## src/rtl/abc_pkg.sv

```systemverilog
// shared types, constants and register map of the bitrate controller
`default_nettype none
package abc_pkg;

    // field widths
    localparam int RATE_W = 18;
    localparam int STEP_W = 16;
    localparam int IVAL_W = 32;
    localparam int TIME_W = 48;
    localparam int CONG_W = 12;
    localparam int DROP_W = 16;
    localparam int BAD_W  = 2;
    localparam int GOOD_W = 4;

    // stream widths (payload padded to whole bytes)
    localparam int S_TDATA_W = 80;
    localparam int M_TDATA_W = 72;

    // config port
    localparam int APB_ADDR_W = 5;
    localparam int APB_DATA_W = 32;
    localparam int REG_IDX_W  = 3;

    typedef enum logic [REG_IDX_W-1:0] {
        REG_RATE_FLOOR        = 3'd0,
        REG_RATE_CEIL         = 3'd1,
        REG_DECREASE_STEP     = 3'd2,
        REG_INCREASE_STEP     = 3'd3,
        REG_INCREASE_INTERVAL = 3'd4
    } t_reg_idx;

    // reset values
    localparam logic [RATE_W-1:0] RATE_FLOOR_RST        = 18'd500;
    localparam logic [RATE_W-1:0] RATE_CEIL_RST         = 18'd6000;
    localparam logic [STEP_W-1:0] DECREASE_STEP_RST     = 16'd500;
    localparam logic [STEP_W-1:0] INCREASE_STEP_RST     = 16'd250;
    localparam logic [IVAL_W-1:0] INCREASE_INTERVAL_RST = 32'd1000;

    // congestion thresholds in Q2.10
    localparam logic [CONG_W-1:0] CONG_BAD_ABOVE    = 12'd512;
    localparam logic [CONG_W-1:0] CONG_GOOD_AT_MOST = 12'd102;

    // streak limits
    localparam logic [BAD_W-1:0]  BAD_CAP     = 2'd3;
    localparam logic [GOOD_W-1:0] GOOD_CAP    = 4'd15;
    localparam logic [GOOD_W-1:0] GOOD_NEEDED = 4'd10;

    // ceil(2^18 / 5): exact floor(x / 5) for every 18-bit x
    localparam int                RECIP5_SHIFT = 18;
    localparam logic [STEP_W-1:0] RECIP5       = 16'd52429;

    // signed working width for the candidate rate
    localparam int CAND_W = RATE_W + 3;

    typedef logic [RATE_W-1:0] t_rate;

    typedef enum logic [1:0] {
        DEC_STABLE   = 2'd0,
        DEC_DECREASE = 2'd1,
        DEC_INCREASE = 2'd2
    } t_decision;

    typedef struct packed {
        logic [RATE_W-1:0] rate_floor;
        logic [RATE_W-1:0] rate_ceil;
        logic [STEP_W-1:0] decrease_step;
        logic [STEP_W-1:0] increase_step;
        logic [IVAL_W-1:0] increase_interval;
    } t_cfg;

    typedef struct packed {
        logic              load;
        logic [RATE_W-1:0] rate;
    } t_reload;

    typedef struct packed {
        logic [DROP_W-1:0] dropped_echo;
        logic [CONG_W-1:0] congestion_echo;
        logic [RATE_W-1:0] previous_bitrate;
        logic              rate_changed;
        t_decision         decision_code;
        logic [RATE_W-1:0] next_bitrate;
    } t_result;

endpackage
`default_nettype wire

```

## src/rtl/abc_cfg.sv

```systemverilog
// config register file behind the apb port
`default_nettype none
module abc_cfg (
    input  wire logic                          i_clk,
    input  wire logic                          i_rst_n,
    input  wire logic                          psel,
    input  wire logic                          penable,
    input  wire logic                          pwrite,
    input  wire logic [abc_pkg::APB_ADDR_W-1:0] paddr,
    input  wire logic [abc_pkg::APB_DATA_W-1:0] pwdata,
    output logic      [abc_pkg::APB_DATA_W-1:0] prdata,
    output logic                               pready,
    output abc_pkg::t_cfg                      o_cfg,
    output abc_pkg::t_reload                   o_reload
);

    abc_pkg::t_cfg     r_cfg;
    logic              wr_en;
    abc_pkg::t_reg_idx idx;

    assign pready = 1'b1;
    assign idx    = abc_pkg::t_reg_idx'(paddr[abc_pkg::APB_ADDR_W-1:2]);
    assign wr_en  = psel & penable & pwrite & pready;

    // register writes
    always_ff @(posedge i_clk) begin
        if (!i_rst_n) begin
            r_cfg.rate_floor        <= abc_pkg::RATE_FLOOR_RST;
            r_cfg.rate_ceil         <= abc_pkg::RATE_CEIL_RST;
            r_cfg.decrease_step     <= abc_pkg::DECREASE_STEP_RST;
            r_cfg.increase_step     <= abc_pkg::INCREASE_STEP_RST;
            r_cfg.increase_interval <= abc_pkg::INCREASE_INTERVAL_RST;
        end else if (wr_en) begin
            case (idx)
                abc_pkg::REG_RATE_FLOOR:
                    r_cfg.rate_floor <= pwdata[abc_pkg::RATE_W-1:0];
                abc_pkg::REG_RATE_CEIL:
                    r_cfg.rate_ceil <= pwdata[abc_pkg::RATE_W-1:0];
                abc_pkg::REG_DECREASE_STEP:
                    r_cfg.decrease_step <= pwdata[abc_pkg::STEP_W-1:0];
                abc_pkg::REG_INCREASE_STEP:
                    r_cfg.increase_step <= pwdata[abc_pkg::STEP_W-1:0];
                abc_pkg::REG_INCREASE_INTERVAL:
                    r_cfg.increase_interval <= pwdata[abc_pkg::IVAL_W-1:0];
                default: ;
            endcase
        end
    end

    // max write also reloads the running rate
    assign o_reload.load = wr_en && (idx == abc_pkg::REG_RATE_CEIL);
    assign o_reload.rate = pwdata[abc_pkg::RATE_W-1:0];
    assign o_cfg         = r_cfg;

    // read mux
    always_comb begin
        case (idx)
            abc_pkg::REG_RATE_FLOOR:
                prdata = {{(abc_pkg::APB_DATA_W-abc_pkg::RATE_W){1'b0}}, r_cfg.rate_floor};
            abc_pkg::REG_RATE_CEIL:
                prdata = {{(abc_pkg::APB_DATA_W-abc_pkg::RATE_W){1'b0}}, r_cfg.rate_ceil};
            abc_pkg::REG_DECREASE_STEP:
                prdata = {{(abc_pkg::APB_DATA_W-abc_pkg::STEP_W){1'b0}}, r_cfg.decrease_step};
            abc_pkg::REG_INCREASE_STEP:
                prdata = {{(abc_pkg::APB_DATA_W-abc_pkg::STEP_W){1'b0}}, r_cfg.increase_step};
            abc_pkg::REG_INCREASE_INTERVAL:
                prdata = r_cfg.increase_interval;
            default:
                prdata = '0;
        endcase
    end

endmodule
`default_nettype wire

```

## src/rtl/abc_step.sv

```systemverilog
// controller state and the combinational rate decision
`default_nettype none
module abc_step (
    input  wire logic                        i_clk,
    input  wire logic                        i_rst_n,
    input  wire abc_pkg::t_cfg               i_cfg,
    input  wire abc_pkg::t_reload            i_reload,
    input  wire logic                        i_fire,
    input  wire logic [abc_pkg::CONG_W-1:0]  i_cong,
    input  wire logic [abc_pkg::DROP_W-1:0]  i_drop,
    input  wire logic [abc_pkg::TIME_W-1:0]  i_time,
    output abc_pkg::t_result                 o_result
);

    abc_pkg::t_rate                   r_rate;
    logic [abc_pkg::TIME_W-1:0]       r_last_rise;
    logic [abc_pkg::BAD_W-1:0]        r_bad;
    logic [abc_pkg::GOOD_W-1:0]       r_good;

    abc_pkg::t_rate                   n_rate;
    logic [abc_pkg::TIME_W-1:0]       n_last_rise;
    logic [abc_pkg::BAD_W-1:0]        n_bad;
    logic [abc_pkg::GOOD_W-1:0]       n_good;

    logic                             bad;
    logic                             good;
    logic                             rise;
    logic [abc_pkg::RATE_W-1:0]       dec_amt;
    logic [abc_pkg::RATE_W+abc_pkg::STEP_W-1:0] fifth_prod;
    logic [abc_pkg::STEP_W-1:0]       fifth;
    logic [abc_pkg::TIME_W-1:0]       elapsed;
    logic [abc_pkg::TIME_W-1:0]       need;
    logic signed [abc_pkg::CAND_W-1:0] cand_dec;
    logic signed [abc_pkg::CAND_W-1:0] cand_inc;
    logic signed [abc_pkg::CAND_W-1:0] cand;
    abc_pkg::t_decision               code;

    // interval classification
    assign bad  = (i_cong > abc_pkg::CONG_BAD_ABOVE) || (i_drop != '0);
    assign good = (i_cong <= abc_pkg::CONG_GOOD_AT_MOST) && (i_drop == '0);

    // saturating streak counters
    always_comb begin
        n_bad  = '0;
        n_good = '0;
        if (bad) begin
            n_bad = (r_bad == abc_pkg::BAD_CAP) ? r_bad : r_bad + 1'b1;
        end else if (good) begin
            n_good = (r_good == abc_pkg::GOOD_CAP) ? r_good : r_good + 1'b1;
        end
    end

    // decrease: step times streak plus a fifth of the rate
    assign dec_amt    = abc_pkg::RATE_W'(i_cfg.decrease_step) * abc_pkg::RATE_W'(n_bad);
    assign fifth_prod = r_rate * abc_pkg::RECIP5;
    assign fifth      = fifth_prod[abc_pkg::RECIP5_SHIFT +: abc_pkg::STEP_W];
    assign cand_dec   = $signed({3'b000, r_rate}) - $signed({3'b000, dec_amt})
                      - $signed({5'b00000, fifth});

    // increase: half a step once the good streak reaches ten and the hold-off time has passed
    assign elapsed  = i_time - r_last_rise;
    assign need     = {{(abc_pkg::TIME_W-abc_pkg::IVAL_W-1){1'b0}},
                       i_cfg.increase_interval, 1'b0};
    assign rise     = good && (n_good >= abc_pkg::GOOD_NEEDED) && (elapsed >= need);
    assign cand_inc = $signed({3'b000, r_rate})
                    + $signed({6'b000000, i_cfg.increase_step[abc_pkg::STEP_W-1:1]});

    // candidate selection and clamp (minimum tested first)
    always_comb begin
        if (bad) begin
            cand = cand_dec;
            code = abc_pkg::DEC_DECREASE;
        end else if (rise) begin
            cand = cand_inc;
            code = abc_pkg::DEC_INCREASE;
        end else begin
            cand = $signed({3'b000, r_rate});
            code = abc_pkg::DEC_STABLE;
        end

        if (cand < $signed({3'b000, i_cfg.rate_floor})) begin
            n_rate = i_cfg.rate_floor;
        end else if (cand > $signed({3'b000, i_cfg.rate_ceil})) begin
            n_rate = i_cfg.rate_ceil;
        end else begin
            n_rate = cand[abc_pkg::RATE_W-1:0];
        end

        n_last_rise = rise ? i_time : r_last_rise;
    end

    // state update
    always_ff @(posedge i_clk) begin
        if (!i_rst_n) begin
            r_rate      <= abc_pkg::RATE_CEIL_RST;
            r_last_rise <= '0;
            r_bad       <= '0;
            r_good      <= '0;
        end else if (i_reload.load) begin
            r_rate <= i_reload.rate;
        end else if (i_fire) begin
            r_rate      <= n_rate;
            r_last_rise <= n_last_rise;
            r_bad       <= n_bad;
            r_good      <= n_good;
        end
    end

    // result of this item
    assign o_result.next_bitrate     = n_rate;
    assign o_result.decision_code    = code;
    assign o_result.rate_changed     = (n_rate != r_rate);
    assign o_result.previous_bitrate = r_rate;
    assign o_result.congestion_echo  = i_cong;
    assign o_result.dropped_echo     = i_drop;

endmodule
`default_nettype wire

```

## src/rtl/aggressive_bitrate_controller_top.sv

```systemverilog
// top level of the bitrate controller: stream ports, item registers, config port
// Takes one measurement interval per item and returns one result item with the
// bitrate for the next interval. Sustained rate is one item per clock while the
// output is not stalled: the item is registered at the input, the decision
// (streak update, a fifth of the rate by reciprocal multiply, hold-off compare
// and clamp) is combinational logic that also closes the rate/streak state
// loop, and the result goes into an output register; a stalled output holds
// one item in the output register and one in the input register before
// s_tready falls. Registers sit at byte addresses 4*i (min, max, decrease
// step, increase step, increase interval); writing max also loads the running
// rate. Configure only while no item is in flight.
`default_nettype none
module aggressive_bitrate_controller_top (
    input  wire logic                            i_clk,
    input  wire logic                            i_rst_n,
    // input stream
    input  wire logic                            i_s_tvalid,
    output logic                                 o_s_tready,
    // congestion_level [11:0], drop count [27:12], time_now [75:28], zero pad
    input  wire logic [abc_pkg::S_TDATA_W-1:0]   i_s_tdata,
    // output stream
    output logic                                 o_m_tvalid,
    input  wire logic                            i_m_tready,
    // next_bitrate [17:0], decision_code [19:18], rate_changed [20],
    // previous_bitrate [38:21], congestion_echo [50:39], dropped_echo [66:51], zero pad
    output logic      [abc_pkg::M_TDATA_W-1:0]   o_m_tdata,
    // config port
    input  wire logic                            psel,
    input  wire logic                            penable,
    input  wire logic                            pwrite,
    input  wire logic [abc_pkg::APB_ADDR_W-1:0]  paddr,
    input  wire logic [abc_pkg::APB_DATA_W-1:0]  pwdata,
    output logic      [abc_pkg::APB_DATA_W-1:0]  prdata,
    output logic                                 pready
);

    abc_pkg::t_cfg                 cfg;
    abc_pkg::t_reload              reload;
    abc_pkg::t_result              result;

    logic                          r_in_valid;
    logic [abc_pkg::CONG_W-1:0]    r_cong;
    logic [abc_pkg::DROP_W-1:0]    r_drop;
    logic [abc_pkg::TIME_W-1:0]    r_time;
    logic                          r_out_valid;
    abc_pkg::t_result              r_out;

    logic                          advance;
    logic                          fire;
    logic                          s_take;

    // handshake control
    assign advance    = !r_out_valid || i_m_tready;
    assign fire       = r_in_valid && advance;
    assign o_s_tready = !r_in_valid || advance;
    assign s_take     = i_s_tvalid && o_s_tready;

    // config registers
    abc_cfg u_cfg (
        .i_clk    (i_clk),
        .i_rst_n  (i_rst_n),
        .psel     (psel),
        .penable  (penable),
        .pwrite   (pwrite),
        .paddr    (paddr),
        .pwdata   (pwdata),
        .prdata   (prdata),
        .pready   (pready),
        .o_cfg    (cfg),
        .o_reload (reload)
    );

    // input register
    always_ff @(posedge i_clk) begin
        if (!i_rst_n) begin
            r_in_valid <= 1'b0;
        end else if (o_s_tready) begin
            r_in_valid <= i_s_tvalid;
        end
    end

    always_ff @(posedge i_clk) begin
        if (s_take) begin
            r_cong <= i_s_tdata[11:0];
            r_drop <= i_s_tdata[27:12];
            r_time <= i_s_tdata[75:28];
        end
    end

    // decision logic and state
    abc_step u_step (
        .i_clk    (i_clk),
        .i_rst_n  (i_rst_n),
        .i_cfg    (cfg),
        .i_reload (reload),
        .i_fire   (fire),
        .i_cong   (r_cong),
        .i_drop   (r_drop),
        .i_time   (r_time),
        .o_result (result)
    );

    // output register
    always_ff @(posedge i_clk) begin
        if (!i_rst_n) begin
            r_out_valid <= 1'b0;
        end else if (advance) begin
            r_out_valid <= r_in_valid;
        end
    end

    always_ff @(posedge i_clk) begin
        if (fire) begin
            r_out <= result;
        end
    end

    assign o_m_tvalid = r_out_valid;
    assign o_m_tdata  = {{(abc_pkg::M_TDATA_W-$bits(abc_pkg::t_result)){1'b0}}, r_out};

endmodule
`default_nettype wire

```

## config.mk

```make
export PLATFORM = sky130hd
export DESIGN_NAME = aggressive_bitrate_controller_top
export DESIGN_NICKNAME = d
export VERILOG_FILES = /design/src/rtl/abc_pkg.sv /design/src/rtl/abc_cfg.sv /design/src/rtl/abc_step.sv /design/src/rtl/aggressive_bitrate_controller_top.sv
export SDC_FILE = /design/constraint.sdc
export NUM_CORES = 1
export LEC_CHECK = 0
export BUFFER_PORTS_ARGS = -buffer_cell sky130_fd_sc_hd__buf_2
export CAP_MARGIN = 10
export CORE_MARGIN = 2
export CORE_UTILIZATION = 28
export CTS_BUF_LIST = sky130_fd_sc_hd__clkbuf_2 sky130_fd_sc_hd__clkbuf_4 sky130_fd_sc_hd__clkbuf_8
export DETAILED_ROUTE_END_ITERATION = 10
export GPL_TIMING_DRIVEN = 1
export PLACE_DENSITY = 0.43
export REMOVE_ABC_BUFFERS = 1
export SLEW_MARGIN = 30
export SYNTH_ARGS = -nofsm -noshare
export SYNTH_HDL_FRONTEND = slang
export SYNTH_SLANG_ARGS = --single-unit
```

## constraint.sdc

```tcl
create_clock -name i_clk -period 21.2 [get_ports i_clk]
set_clock_uncertainty 0.05 [all_clocks]
set_input_delay 4.24 -clock i_clk [delete_from_list [all_inputs] [get_ports i_clk]]
set_output_delay 4.24 -clock i_clk [all_outputs]
set_load 0.1 [all_outputs]
```

# [Word-level counts from Yosys, hierarchy flattened]
# Cells that the tools add are included.
[totals] ff_bits=317 input_bits=124 wordCells=79 out_inout_bits=107
[op_classes] mux=13 bitwise_logic=3 n_reduce_logical=22 n_eq_ne=7 mul=2 n_addsub=6 order_cmp=6
[op_table] operator="32-bit one-hot mux with 5 select lines" n=1
[op_table] operator="18-bit two-way mux" n=4
[op_table] operator="48-bit by 33-bit greater-or-equal comparator with 1-bit output" n=1
[op_table] operator="48-bit subtractor" n=1
[op_table] operator="21-bit two-way mux" n=2
[op_table] operator="18-bit by 16-bit multiplier with 34-bit output (second input constant)" n=1
[op_table] operator="21-bit by 19-bit greater-than comparator with 1-bit output" n=1
[op_table] operator="21-bit by 19-bit < comparator with 1-bit output" n=1
[op_table] operator="21-bit by 17-bit subtractor with 21-bit output" n=1
[op_table] operator="18-bit by 15-bit adder with 19-bit output" n=1
[op_table] operator="18-bit by 18-bit subtractor with 19-bit output" n=1
[op_table] operator="16-bit by 2-bit multiplier with 18-bit output" n=1
[op_table] operator="18-bit inequality test" n=1
[op_table] operator="16-bit logical NOT" n=1
[op_table] operator="16-bit nonzero test" n=1
[op_table] operator="12-bit by 10-bit greater-than comparator with 1-bit output (second input constant)" n=1
[op_table] operator="12-bit by 7-bit <= comparator with 1-bit output (second input constant)" n=1
[op_table] operator="4-bit two-way mux" n=3
[op_table] operator="2-bit AND reduction" n=6
[op_table] operator="3-bit by 2-bit equality test with 1-bit output (second input constant)" n=2
[op_table] operator="1-bit logical AND" n=6
[op_table] operator="2-bit two-way mux" n=3
[op_table] operator="4-bit by 1-bit adder with 4-bit output (second input constant)" n=1
[op_table] operator="4-bit equality test (second input constant)" n=1
[op_table] operator="other kinds (12)" n=16

# [Longest topological paths before layout]
[depth] depth_word=14 mapped_depth=51 ltp_nobuf=49

# [Hierarchy]
# Synthesis repeated with hierarchy kept, for this count alone.
[unflattened] cells_unflattened=2841 hier_area_um2=26128.8
[modules_own_cells] module="abc_step" n_inst=1 area_each_um2=16912.5 seq_area_each_um2=1441.4 cells_each=2170
[modules_own_cells] module="abc_cfg" n_inst=1 area_each_um2=4777.1 seq_area_each_um2=2001.9 cells_each=513
[modules_own_cells] module="aggressive_bitrate_controller_top" n_inst=1 area_each_um2=4439.3 seq_area_each_um2=4334.2 cells_each=158

# [Worst setup path after synthesis]
# No wires, ideal clock.
[synth_path] path_type="input to output" startpoint="input paddr[3] in the netlist's numbering" endpoint="output prdata[10] in the netlist's numbering" n_path_buf=3 required_time_ns=16.910 path_slack_ns=10.584 cell_stages=6 t_arrival_ns=6.326 path_cell_list="clkbuf_1 clkbuf_1 buf_1 mux2i_1 o21ai_0 a221o_1"
[synth_via] elab_chain_cells=2 elab_cells_between_ends=6 classes_between="eq/ne: 4; mux: 1; reduce/logical: 1"
[synth_rtl] item="start: declaration" line_no="aggressive_bitrate_controller_top.sv:31" source="input wire logic [abc_pkg::APB_ADDR_W-1:0] paddr,"
[synth_rtl] item="3-bit equality test, or another cell as far along" line_no="abc_cfg.sv:57" source="case (idx)"
[synth_rtl] item="32-bit one-hot mux with 5 select lines *" line_no="abc_cfg.sv:57"
[synth_rtl] item="end: declaration" line_no="aggressive_bitrate_controller_top.sv:33" source="output logic [abc_pkg::APB_DATA_W-1:0] prdata,"
# Every way passes the cells marked *; elsewhere a longest branch is shown, timed or not.

==> flow_summary.yaml <==
worst_hold_path:
  hold_class: "reg2reg"
  min-delay-start: "r_drop[13]"
  worstHoldPathCells: 0
routing:
  drt_first_iter_violations: 1240
  vias_per_cell: 4.92
  dr.pass1.iters: 5
  vias: 21700
  ant_nets: 0
  routed_wl_um: 88800
  wl_per_cell_um: 20.1
  remaining_drc_errors: 0
global_routing:
  grt_pass1_vias: 21700
  grt_usage: 0.187
  grt_start_max_net_pins: 56
  grt_pass1_wl_um: 134000
  antenna_found_initial: 10
  grt-ovfl-total: 0
critical_path:
  r2r_cells: 44
  critPathMaxStageDelay_ps: 770
  critPathCaptureType: "flip-flop"
  critPathMaxFanout: 22
  worstPathArrival_ps: 13130
  crit_required_ps: 21590
  rr_startpoint: "u_step.r_rate[11]"
  critPathLaunch: "u_step.r_rate[11]"
  start_kind: "flip-flop"
  cpMaxStageDelayCell: "dfxtp_1"
  worstSetupPathType: "reg2reg"
yosys:
  yosys-top-cells-area: "edfxtp_1, ha_1, dfxtp_1, fa_1, nand2_1"
  syn_area_per_cell_um2: 8.62
  synth_top_area_share: 0.167
  ys_dominant_reg_cell: "dfxtp_1"
  netlist_area_um2: 25600
  async_flop_share: 0
  syn_inst: 2975
  synth_top_area_cell: "edfxtp_1"
  ys_seq_elements: 317
  synth_edf_count: 143
  yosys_warnings: 0
  synth_cell_types: 89
  ys_seq_area_frac: 0.303
die:
  dieHeight_um: 307
  fp.coreArea_um2: 90400
  dieArea_um2: 94000
  start_util: 0.284
  fp.dieW_um: 307
  io_pins: 231
  num_rows: 110
cells_and_area:
  syn_to_final_growth_pct: 14.6
  layout_commonest_cell: "nand2_1"
  final_nets: 3725
  drive_above_1_share: 0.127
  layout_common_cells: "nand2_1, inv_1, ha_1"
  fin_util: 0.325
placement:
  dp_slack_ps: 8110
  gp_congestion: 0.855
  port_buffers: 218
  dpl.hpwl_um: 70300
timing:
  rsz0062_at_grt: "no"
  fin_crit_sh: 0.601
  finalSetupTns_ps: 0
  worst_pin_slew_ps: 871
  fmax_mhz: 78.5
  max_slew_margin: 0.412
  timing.hold.ws_ps: 392
  finalHoldViolations: 0
  setup_violations: 0
  setup_slack_ps: 8460
  maxSlewViolCount: 0
  min_period_ps: 12740
cts:
  insertion_delay_ps: 720
  htreeDepth: 2
  cts_root_buf: "clkbuf_8"
  cts_resized: 0
  numCtsBuffers: 57
  cts_setup_buffers: 0
  postCtsHoldBufs: 0
  cts_tree: "done"
  clk_pin_slew_ps: 80
  clockBufferDepth: 3
  clock-sinks: 317
job:
  drv_cap: 0
status:
  outcome: "finished, final reports clean"
## cell families (layout without fill, tap and decap cells)
family | count (synthesis) | count (layout) | share of synthesized area
muxes | 55 | 55 | 0.0217
adders and majority gates | 419 | 419 | 0.237
DFF | 317 | 317 | 0.303
AOI/OAI and AO/OA | 662 | 662 | 0.163
buffers and inverters | 468 | 719 | 0.0705
and+or+nand+nor | 937 | 937 | 0.165
other | 2 | 9 | 0.000293
xor gates and xnor gates | 115 | 115 | 0.0393
## cells in the mapped netlist (5+ instances only)
cell / instances
nand2_1: 470
inv_1: 350
ha_1: 308
a21oi_1: 266
dfxtp_1: 174
nor2_1: 153
edfxtp_1: 143
o21ai_0: 117
fa_1: 111
clkbuf_1: 92
nand3_1: 64
xnor2_1: 60
xor2_1: 55
mux2i_1: 50
nor3_1: 50
a21o_1: 42
and2_1: 33
o21a_1: 33
nand4_1: 32
nor2b_1: 21
a211oi_1: 20
a221o_1: 18
nor4_1: 18
o211ai_1: 18
a31oi_1: 17
or3_1: 15
and3_1: 14
nand2b_1: 14
nor3b_1: 13
o21bai_1: 11
o22ai_1: 11
o31ai_1: 11
or2_2: 11
buf_2: 9
or4_1: 9
a311oi_1: 8
buf_4: 8
o31a_1: 7
a2111oi_0: 6
buf_1: 6
o2111ai_1: 6
o311ai_0: 6
o41ai_1: 6
mux2_2: 5
o21ai_1: 5
## critical path: cells and delay by family, from the launching register on
family	cells	cell delay, ps
adders and majority gates	9	3740
DFF	1	770
buffers and inverters	5	530
xor gates and xnor gates	1	200
and+or+nand+nor	8	1690
AOI/OAI and AO/OA	21	5460
## final cells by class
| class | count | area, um^2 |
|---|---|---|
| Fill cell | 9574 | 61000 |
| Tap cell | 1176 | 1470 |
| Antenna cell | 3 | 7.51 |
| Sequential cell | 317 | 7780 |
| Clock buffer | 88 | 1060 |
| Multi-Input combinational cell | 2194 | 16100 |
| Inverter | 351 | 1320 |
| Timing Repair Buffer | 261 | 1420 |
| Clock inverter | 19 | 209 |
## metal layers
metal  vias up  track usage  wire [um]
met5         -            0         48
met4         8       0.0529       2300
met3       111       0.0209       3480
met2       469        0.317      42100
met1     10400        0.252      40900
li1      10700            -          -
## worst paths after layout
kind	endpoint	slack, ps
max	o_m_tdata[20]	8460
min	o_m_tdata[64]	390
min reg2reg	o_m_tdata[64]	390
max reg2reg	o_m_tdata[20]	8460
## sequential cells by signal, indices dropped and copies added, names as in the netlist
signal and flops:
u_step.r_rate 18, r_cong 12, u_step.r_bad 2, u_step.r_good 4, r_time 48, o_m_tvalid 1
r_in_valid 1, o_m_tdata 67, u_step.r_last_rise 48, u_cfg.o_cfg 100, r_drop 16
## stage by stage
stage / std cells / area, um^2
after floorplan: 2862 / 25200
after global placement: 4298 / 28100
after detailed placement: 4299 / 28100
after CTS: 4406 / 29400
after global routing: 4408 / 29400
final: 4409 / 29400
Power is left out: the tool's default activity adds up to more than one toggle a clock period on the data nets, which glitch-free logic cannot reach.
